`config.mk`:
```
export PLATFORM = sky130hd
export DESIGN_NAME = dq_cell
export DESIGN_NICKNAME = d
export VERILOG_FILES = /design/src/rtl/core/dq_pkg.sv /design/src/rtl/core/dq_cell.sv
export SDC_FILE = /design/constraint.sdc
export NUM_CORES = 1
export LEC_CHECK = 0
export ABC_CLOCK_PERIOD_IN_PS = 6300
export BUFFER_PORTS_ARGS = -buffer_cell sky130_fd_sc_hd__buf_4
export CORE_MARGIN = 2
export CORE_UTILIZATION = 40
export DETAILED_ROUTE_END_ITERATION = 12
export GPL_TIMING_DRIVEN = 0
export PLACE_DENSITY = 0.91
export REMOVE_ABC_BUFFERS = 1
export SYNTH_ARGS = -nofsm -noshare
export SYNTH_HDL_FRONTEND = slang
export SYNTH_SLANG_ARGS = --single-unit
```
`constraint.sdc`:
```
create_clock -name clk -period 6.3 [get_ports clk]
set_input_delay 1.89 -clock clk [delete_from_list [all_inputs] [get_ports clk]]
set_output_delay 1.89 -clock clk [all_outputs]
set_load 0.005 [all_outputs]
```
`src/rtl/core/dq_pkg.sv`:
```
`default_nettype none
package dq_pkg;

	localparam int DEPTH      = 64;
	localparam int IDX_W      = $clog2(DEPTH);
	localparam int CNT_W      = $clog2(DEPTH + 1);
	localparam int DATA_W     = 32;
	localparam int POS_W      = 6;
	localparam int CMD_W      = 3;
	localparam int CMP_W      = (CNT_W > POS_W) ? CNT_W : POS_W;
	localparam int GROUP      = 8;
	localparam int NUM_GROUPS = (DEPTH + GROUP - 1) / GROUP;

	localparam logic [CMD_W-1:0] CMD_PUSH_BACK  = CMD_W'(0);
	localparam logic [CMD_W-1:0] CMD_PUSH_FRONT = CMD_W'(1);
	localparam logic [CMD_W-1:0] CMD_POP_BACK   = CMD_W'(2);
	localparam logic [CMD_W-1:0] CMD_POP_FRONT  = CMD_W'(3);
	localparam logic [CMD_W-1:0] CMD_READ       = CMD_W'(4);

	localparam logic signed [DATA_W-1:0] MISS_VALUE = DATA_W'(-1);

	typedef enum logic [1:0] {
		S_IDLE,
		S_SEL,
		S_LAST,
		S_DONE
	} state_t;

	// broadcast to every cell of the row
	typedef struct packed {
		logic             shift_r;
		logic             shift_l;
		logic             wr;
		logic [IDX_W-1:0] wr_idx;
		logic [IDX_W-1:0] res_idx;
		logic [IDX_W-1:0] last_idx;
	} dq_ctrl_t;

endpackage
`default_nettype wire

```
`src/rtl/core/dq_cell.sv`:
```
`default_nettype none
module dq_cell (
	input  logic                               clk,
	input  logic        [dq_pkg::IDX_W-1:0]    idx,
	input  dq_pkg::dq_ctrl_t                   ctrl,
	input  logic signed [dq_pkg::DATA_W-1:0]   wr_data,
	input  logic signed [dq_pkg::DATA_W-1:0]   left_in,
	input  logic signed [dq_pkg::DATA_W-1:0]   right_in,
	output logic signed [dq_pkg::DATA_W-1:0]   value,
	output logic signed [dq_pkg::DATA_W-1:0]   res_term,
	output logic signed [dq_pkg::DATA_W-1:0]   last_term
);
	import dq_pkg::*;

	logic signed [DATA_W-1:0] value_q;

	// shift right makes room at the front, shift left closes the gap after a front pop
	always_ff @(posedge clk) begin
		if (ctrl.shift_r) begin
			value_q <= left_in;
		end else if (ctrl.shift_l) begin
			value_q <= right_in;
		end else if (ctrl.wr && (ctrl.wr_idx == idx)) begin
			value_q <= wr_data;
		end
	end

	assign value     = value_q;
	assign res_term  = (ctrl.res_idx == idx) ? value_q : '0;
	assign last_term = (ctrl.last_idx == idx) ? value_q : '0;

endmodule
`default_nettype wire

```
==> flow_summary_export.csv, run 1 <==
group,metric,value,unit
synth,ys_top_cells_by_area,"edfxtp_1 (36%), nor3_2 (23%), mux2i_1 (12%), xnor2_1 (4.9%), nand2_1 (4.8%)",
clock_tree,clk_pin_slew,0.07,ns
outcome,status,"finished clean",
global_route,globalRouteOverflowTotal,0,
sta,max_slew_margin,34.3,%
finish,largest_reg_flops,32,
worst_setup_path,crit_start,"idx[1]",
finish,regArea,961,um2
flow_run,cap_violations,0,
sta,period_share,84.6,%
floorplanning,core-area,6390,um2
drt,firstDrtPassIters,4,
global_route,track_usage,23.6,%
sta,layout_setup_ws,0.969,ns
floorplanning,die_h,85.6,um
worst_setup_path,cp.arrival,3.44,ns
finish,n_fill_cell,496,
sta,rsz0062_at_grt,"no",
global_route,grt_pass1_wl,13700,um
power_and_ir_drop,power.internal,462,uW
finish,drive_gt1_share,61.3,%
drt,drtIter0Drc,66,
drt,wire_per_inst,15.6,um
global_route,antenna_found_initial,0,
synth,synthXorXnorAreaFrac,5.92,%
drt,ant_nets,0,
finish,antennaDiodeCount,0,
synth,synth_mux_area_share,12.0,%
placement,post-place-ws,0.339,ns
power_and_ir_drop,power_density,150,nW/um2
synth,synth-seq-cells,32,
drt,wl,8730,um
clock_tree,cts_max_level,2,
clock_tree,cts_setup_buffers,0,
worst_hold_path,holdCritStartpoint,"left_in[17]",
synth,synth_compound_area_share,6.34,%
finish,utilization,69.4,%
synth,yosys.area_share.simple,29.4,%
finish,nNetsFinal,606,
sta,final-hold-violation-count,0,
synth,yosys.cell_types.count,18,
drt,drc,0,
floorplanning,fp-row-count,29,
floorplanning,die_x,85.6,um
drt,drt-vias-per-instance,4.96,
floorplanning,num_io_pins,220,
sta,setup_viol,0,
clock_tree,clockBufferDepth,2,
placement,gp_congestion,0.763,
sta,min_period,5.33,ns
clock_tree,cts.sinks,32,
power_and_ir_drop,power_switching,203,uW
synth,ys_seq_area_share,36.1,%
sta,tightestPinTransition,0.982,ns
floorplanning,start_util,41.7,%
sta,fin_setup_tns,0,ns
clock_tree,cts_resized,0,
clock_tree,cts_root_buf,"clkbuf_8",
worst_setup_path,start_kind,"input port",
finish,final_common_cell,"buf_4",
power_and_ir_drop,leakagePower,2.08,nW
global_route,grt_pass1_vias,2847,
synth,netlist.area_leader.share,36.1,%
synth,yosys.area.top_type,"edfxtp_1",
power_and_ir_drop,power,664,uW
worst_setup_path,setup.worst_path.class,"in -> out",
worst_setup_path,cp.required,4.41,ns
floorplanning,dieArea,7330,um2
power_and_ir_drop,irDropWorstVdd,106,uV
synth,avgSynthCellArea,9.79,um2
clock_tree,postCtsHoldBufs,0,
clock_tree,tritoncts,"built",
worst_hold_path,hp-class,"in -> reg",
worst_setup_path,end_kind,"output pin",
sta,drv_slew,0,
synth,synthesis.area,2660,um2
sta,clock.fmax,188,MHz
finish,multiInputGateArea,1440,um2
power_and_ir_drop,combPwrFrac,35.6,%
finish,final_cell_mix,"buf_4 (223), nor3_2 (60)",
sta,timing.hold.ws,1.89,ns
synth,syn_inst,272,
placement,place_hpwl,6800,um
power_and_ir_drop,clkPwrFrac,22.5,%
placement,portBuffers,219,
synth,synth_top_family_by_area,"simple AND/OR/NAND/NOR gates",
global_route,grt_max_degree,66,
drt,vias,2777,
synth,synth_adder_area_share,0,%
power_and_ir_drop,seqPwrFrac,41.9,%
clock_tree,numCtsBuffers,5,
synth,yosysWarnings,0,
worst_setup_path,cp_max_fo,20,
power_and_ir_drop,switching_share,30.5,%
finish,area_delta_synth_final,66.5,%
## per-layer routing
| layer | track usage [%] | part of all wire (%) | vias to the layer above |
|---|---|---|---|
| met5 | 0 | 0 | - |
| met4 | 8.37 | 2.4 | 0 |
| met3 | 6.93 | 8.3 | 20 |
| met2 | 44.0 | 54 | 140 |
| met1 | 25.0 | 35 | 1265 |
| li1 | - | - | 1352 |
## synthesized netlist by cell type
| cell | n |
|---|---|
| inv_1 | 32 |
| clkbuf_1 | 6 |
| buf_2 | 8 |
| o21ai_0 | 17 |
| nor3_1 | 4 |
| xor2_1 | 3 |
| nor2_1 | 1 |
| o21ai_1 | 15 |
| nand4_2 | 2 |
| buf_4 | 3 |
| nand4_1 | 1 |
| o41ai_1 | 1 |
| mux2i_1 | 32 |
| xnor2_1 | 15 |
| buf_6 | 6 |
| nand2_1 | 34 |
| edfxtp_1 | 32 |
| nor3_2 | 60 |
## through the flow
stage / std cells / cell area (um2)
3_3_place_gp: 545 / 4250
4_1_cts: 558 / 4390
5_1_grt: 560 / 4430
2_1_floorplan: 249 / 2510
3_5_place_dp: 550 / 4310
6_report: 560 / 4430
## path summary, 6_finish.rpt
path	slack, ns	cells after the start	endpoint
hold / removal	1.89	3	value[17]
setup / recovery	0.97	6	res_term[1]
## cells by family (layout without fill, tap and decap cells)
kind of cell	after synthesis	count (layout)
buffers and inverters	55	266
AND/OR/NAND/NOR	102	102
AO/OA/AOI/OAI	33	33
multiplexers	32	32
flip-flops	32	32
XOR/XNOR	18	18
## area by class of cell
cell class	instances	area share, %
clock buffer	7	1.72
clock inverter	1	0.0847
inverter	32	2.71
multi-input combinational	185	32.5
sequential	32	21.7
tap	77	2.17
timing repair buffer	226	39.1
## critical path: stages
cell and delay (ns):
buf_4 0.13, xnor2_1 0.20, nand4_2 0.48, buf_12 0.37
nor3_2 0.19, buf_4 0.17
## power by group through the flow
stage          clock network (mW)  logic (mW)  registers [mW]
5_1_grt                     0.164       0.256           0.282
4_1_cts                     0.156       0.234           0.278
3_3_place_gp                    0       0.221           0.282
2_1_floorplan                   0      0.0869           0.285
6_report                    0.149       0.237           0.278
3_5_place_dp                    0       0.234           0.283
Note: power is estimated with default switching activity, not from simulation.
==> inputs of run 2 (changes only) <==
ABC_AREA = 1   (was default)
ABC_CLOCK_PERIOD_IN_PS = 4400   (was 6300)
CORE_UTILIZATION = 34   (was 40)
PLACE_DENSITY = 0.85   (was 0.91)
clock period = 4.4 ns   (was 6.3 ns; I/O delays follow)
==> run 2 against run 1 <==
Hold slack worse by 0.53 ns. Sequential share of layout area is 1.4 points higher. Die area is 6.3% higher. Worst setup slack worse by 0.34 ns. Sequential cell count stayed put. Final cell count is 20% higher. Critical endpoint is now res_term[10]. Highest routed layer unchanged.
==> flow_summary_export.csv, run 2 <==
group,metric,value,unit
finish,area_delta_synth_final,72.4,%
floorplanning,die_h,88.3,um
global_route,track_usage,20.9,%
clock_tree,tritoncts,"built",
worst_setup_path,cp_slowest_cell,"nand3_4",
floorplanning,die_x,88.3,um
synth,netlist.area_leader.share,39.8,%
drt,drtIter0Drc,94,
worst_hold_path,hp-class,"in -> reg",
synth,yosysMostFrequentCell,"nor2_1",
global_route,grt_pass1_vias,2864,
worst_setup_path,setup.worst_path.class,"in -> out",
worst_setup_path,cp_cell_sequence,"buf_4 -> inv_2 -> nand2_1 -> nand2_1 -> nor2_2 -> nand3_4 -> nor2_1 -> buf_4",
placement,portBuffers,219,
sta,period_share,85.8,%
clock_tree,cts_setup_buffers,0,
power_and_ir_drop,power_switching,263,uW
worst_setup_path,end_kind,"output pin",
clock_tree,cts_root_buf,"clkbuf_8",
floorplanning,fp-row-count,30,
synth,avgSynthCellArea,6.54,um2
drt,vias,3137,
synth,yosys.area.top_type,"edfxtp_1",
worst_setup_path,cp_max_fo,32,
synth,yosysWarnings,0,
synth,yosys.cell_types.count,14,
sta,clock.fmax,265,MHz
sta,tightestPinTransition,1.14,ns
worst_setup_path,cpPeakStageDelay,0.33,ns
power_and_ir_drop,power,908,uW
power_and_ir_drop,switching_share,28.9,%
power_and_ir_drop,power_density,218,nW/um2
drt,firstDrtPassIters,4,
synth,ys_seq_area_share,39.8,%
floorplanning,core-area,6830,um2
finish,final_common_cell,"buf_4",
worst_setup_path,cp.arrival,2.45,ns
clock_tree,cts.sinks,32,
placement,gp_congestion,0.754,
drt,drc,0,
floorplanning,num_io_pins,220,
synth,synth-seq-cells,32,
synth,synthArstFlopShare,0,%
power_and_ir_drop,seqPwrFrac,44.1,%
clock_tree,postCtsHoldBufs,0,
power_and_ir_drop,power.internal,645,uW
global_route,globalRouteOverflowTotal,0,
finish,drive_gt1_share,41.7,%
clock_tree,cts_max_level,2,
power_and_ir_drop,clkPwrFrac,23.4,%
power_and_ir_drop,combPwrFrac,32.5,%
finish,largest_reg_flops,32,
sta,max_slew_margin,24.1,%
clock_tree,clockBufferDepth,2,
worst_setup_path,start_kind,"input port",
finish,antennaDiodeCount,0,
sta,final-hold-violation-count,0,
synth,syn_inst,369,
synth,synth_common_cells,"nor2_1 (99), nand2_1 (85), a21oi_1 (64)",
power_and_ir_drop,leakagePower,2.34,nW
global_route,grt_max_degree,34,
sta,min_period,3.77,ns
synth,yosys_most_used_dff,"edfxtp_1",
finish,final_cell_mix,"buf_4 (219), nor2_1 (99), nand2_1 (85)",
sta,drv_slew,0,
drt,ant_nets,0,
sta,rsz0062_at_grt,"no",
finish,nNetsFinal,700,
finish,utilization,60.9,%
clock_tree,clk_pin_slew,0.07,ns
drt,wl,8890,um
sta,setup_viol,0,
synth,synthesis.area,2410,um2
floorplanning,dieArea,7790,um2
synth,synth-edff-count,32,
clock_tree,cts_resized,0,
synth,ys_top_cells_by_area,"edfxtp_1 (40%), nor2_1 (15%), a21oi_1 (13%), nand2_1 (13%), inv_1 (8.1%)",
global_route,grt_pass1_wl,12900,um
drt,drt-vias-per-instance,4.67,
finish,fin_area,4160,um2
outcome,status,"finished clean",
drt,wire_per_inst,13.2,um
clock_tree,numCtsBuffers,5,
flow_run,cap_violations,0,
placement,place_hpwl,6730,um
floorplanning,start_util,35.3,%
worst_setup_path,cp.required,3.08,ns
global_route,antenna_found_initial,0,
placement,placed_area,4090,um2
power_and_ir_drop,irDropWorstVdd,153,uV
[run 2: metrics by stage]
step | hold WS, ns | TNS, ns | cells | worst slack (ns)
final | 1.36 | 0 | 672 | 0.626
after global routing | 1.37 | 0 | 672 | 0.491
after CTS | 1.36 | 0 | 672 | 0.623
after detailed placement | 1.65 | 0 | 665 | 0.630
after global placement | 1.64 | -3.72 | 664 | -0.118
after floorplan | 1.55 | 0 | 349 | 0.874
[run 2: worst paths after layout]
path | end | start | slack [ns] | cells after the start
setup / recovery | res_term[10] | idx[5] | 0.63 | 8
hold / removal | value[8] | left_in[8] | 1.36 | 3
[run 2: power groups by stage]
stage	sequential, mW	clock [mW]	combinational [mW]
6_report	0.400	0.213	0.295
5_1_grt	0.404	0.227	0.324
4_1_cts	0.401	0.220	0.296
3_5_place_dp	0.406	0	0.295
3_3_place_gp	0.407	0	0.282
2_1_floorplan	0.408	0	0.0962
[run 2: cell families after synthesis]
group                  Yosys count  synth area share, %
and+or+nand+nor                193                 31.8
buffers and inverters           78                 14.5
AOI/OAI and AO/OA               66                 13.9
DFF                             32                 39.8
[run 2: area by class of cell]
cell class / instances / area, um2
inverters: 58 / 218
well taps: 96 / 120
multi-input cells: 259 / 1110
repair buffers: 220 / 1670
flip-flops and latches: 32 / 961
clock inverters: 2 / 7.51
fillers: 630 / 2670
clock buffers: 5 / 68.8
[run 2: critical path: cells and delay by family]
family | cells | cell delay (ns)
buffers and inverters | 3 | 0.30
AND/OR/NAND/NOR | 5 | 0.83
[run 2: metal layers]
metal	vias to the layer above	share of wire (%)	track usage (%)	wire (um)
li1	1545	-	-	-
met1	1440	38	23.6	3360
met2	144	54	39.9	4770
met3	8	7.4	4.57	662
met4	0	1.1	4.96	94
met5	-	0	0	0
==> inputs of run 3 (changes only) <==
BUFFER_PORTS_ARGS = -buffer_cell sky130_fd_sc_hd__buf_2   (was -buffer_cell sky130_fd_sc_hd__buf_4)
CORE_MARGIN = default   (was 2)
==> run 3 against run 2 <==
Design area is 14% lower. Critical endpoint is now res_term[29]. Maximum frequency is 0.69% lower. Critical path depth stayed put. Clock power is 5% higher. Largest power group unchanged. Clock-buffer cell count is 1 higher.
==> flow_summary_export.csv, run 3 (synthesized netlist as in run 2, its figures left out) <==
group,metric,value,unit
global_route,globalRouteOverflowTotal,0,
power_and_ir_drop,power.internal,595,uW
floorplanning,num_io_pins,220,
placement,post-place-ws,0.609,ns
drt,vias,3130,
power_and_ir_drop,irDropWorstVdd,133,uV
flow_run,cap_violations,0,
power_and_ir_drop,power,860,uW
global_route,grt_pass1_wl,12100,um
drt,wire_per_inst,12.2,um
placement,post-place-cells,664,
outcome,status,"finished clean",
finish,final_common_cell,"buf_2",
worst_hold_path,holdCritStartpoint,"left_in[25]",
power_and_ir_drop,power_switching,266,uW
worst_setup_path,cp_top_family,"simple AND/OR/NAND/NOR gates",
clock_tree,clk_pin_slew,0.07,ns
placement,placed_area,3510,um2
finish,utilization,52.6,%
clock_tree,cts_setup_buffers,0,
sta,layout_setup_ws,0.600,ns
floorplanning,start_util,35.3,%
floorplanning,core-area,6830,um2
clock_tree,tritoncts,"built",
sta,timing.hold.ws,1.35,ns
global_route,antenna_found_initial,0,
clock_tree,numCtsBuffers,5,
clock_tree,cts_max_level,2,
worst_setup_path,cp_max_fo,32,
drt,drt-vias-per-instance,4.66,
worst_hold_path,hp-class,"in -> reg",
finish,regArea,961,um2
clock_tree,cts_root_buf,"clkbuf_8",
drt,ant_nets,0,
worst_setup_path,end_kind,"output pin",
sta,fin_setup_tns,0,ns
finish,nNetsFinal,699,
floorplanning,fp-row-count,30,
placement,gp_congestion,0.760,
sta,min_period,3.80,ns
sta,tightestPinTransition,1.16,ns
power_and_ir_drop,clkPwrFrac,26.1,%
worst_setup_path,cp.required,3.08,ns
floorplanning,die_h,86.3,um
finish,n_fill_cell,652,
worst_setup_path,cp_num_buf_inv,3,
sta,final-hold-violation-count,0,
finish,final_cell_mix,"buf_2 (219), nor2_1 (99), nand2_1 (85)",
worst_setup_path,cp_cell_sequence,"buf_2 -> inv_2 -> nand2_1 -> nand2_1 -> nor2_2 -> nand3_4 -> nor2_1 -> buf_2",
power_and_ir_drop,switching_share,30.9,%
clock_tree,cts.sinks,32,
sta,rsz0062_at_grt,"no",
power_and_ir_drop,leakagePower,2.19,nW
worst_setup_path,setup.worst_path.class,"in -> out",
drt,drc,0,
finish,antennaDiodeCount,0,
drt,firstDrtPassIters,5,
power_and_ir_drop,combPwrFrac,27.4,%
finish,largest_reg_flops,32,
finish,layoutNonFillerInstCount,672,
placement,portBuffers,219,
floorplanning,dieArea,7440,um2
worst_setup_path,start_kind,"input port",
placement,place_hpwl,6030,um
worst_hold_path,worstHoldPathCells,3,
sta,period_share,86.4,%
global_route,grt_max_degree,34,
global_route,grt_pass1_vias,2774,
worst_setup_path,cp_slowest_cell,"nand3_4",
sta,drv_slew,0,
finish,multiInputGateArea,1110,um2
power_and_ir_drop,power_density,239,nW/um2
global_route,track_usage,20.7,%
power_and_ir_drop,seqPwrFrac,46.5,%
finish,fin_area,3590,um2
finish,area_delta_synth_final,48.9,%
clock_tree,clockBufferDepth,2,
worst_hold_path,whs_endpoint,"value[25]",
worst_setup_path,cp.arrival,2.48,ns
drt,wl,8180,um
sta,max_slew_margin,22.6,%
clock_tree,cts_resized,0,
clock_tree,postCtsHoldBufs,0,
floorplanning,die_x,86.3,um
sta,setup_viol,0,
sta,clock.fmax,263,MHz
drt,drtIter0Drc,85,
worst_setup_path,cpPeakStageDelay,0.34,ns
finish,drive_gt1_share,41.7,%
==> run 3: cell types whose count changed in the layout (fill, tap and decap cells not counted), sizes merged <==
cell	delta
buf	-1
clkbuf	+1
clkinv	-1
clkinvlp	+1
==> run 3: worst max path at each step <==
stage                         from            end  cells past startpoint
after global placement      idx[4]      value[27]                      4
final                       idx[4]   res_term[29]                      8
after CTS                   idx[4]  last_term[25]                      8
after floorplan           ctrl[16]       value[0]                      4
after global routing        idx[4]  last_term[31]                      8
after detailed placement    idx[4]  last_term[25]                      8
==> run 3: layout make-up <==
type	instances	area share (%)
sequential	32	26.7
clock inverter	2	0.313
inverter	58	6.06
tap	96	3.34
clock buffer	6	2.02
timing repair buffer	219	30.5
multi-input combinational	259	31.0
==> run 3: routing by layer <==
layer | global-route usage, % | wire length, um | share of wire (%)
met1 | 22.6 | 3150 | 39
met2 | 41.1 | 4310 | 53
met3 | 3.81 | 636 | 7.8
met4 | 4.24 | 80 | 0.98
met5 | 0 | 0 | 0
==> run 3: power by group through the flow <==
stage	combinational (mW)	sequential, mW	clock (mW)
finish	0.236	0.400	0.224
global route	0.265	0.404	0.246
CTS	0.235	0.401	0.236
detailed placement	0.235	0.407	0
global placement	0.225	0.407	0
floorplan	0.0962	0.408	0
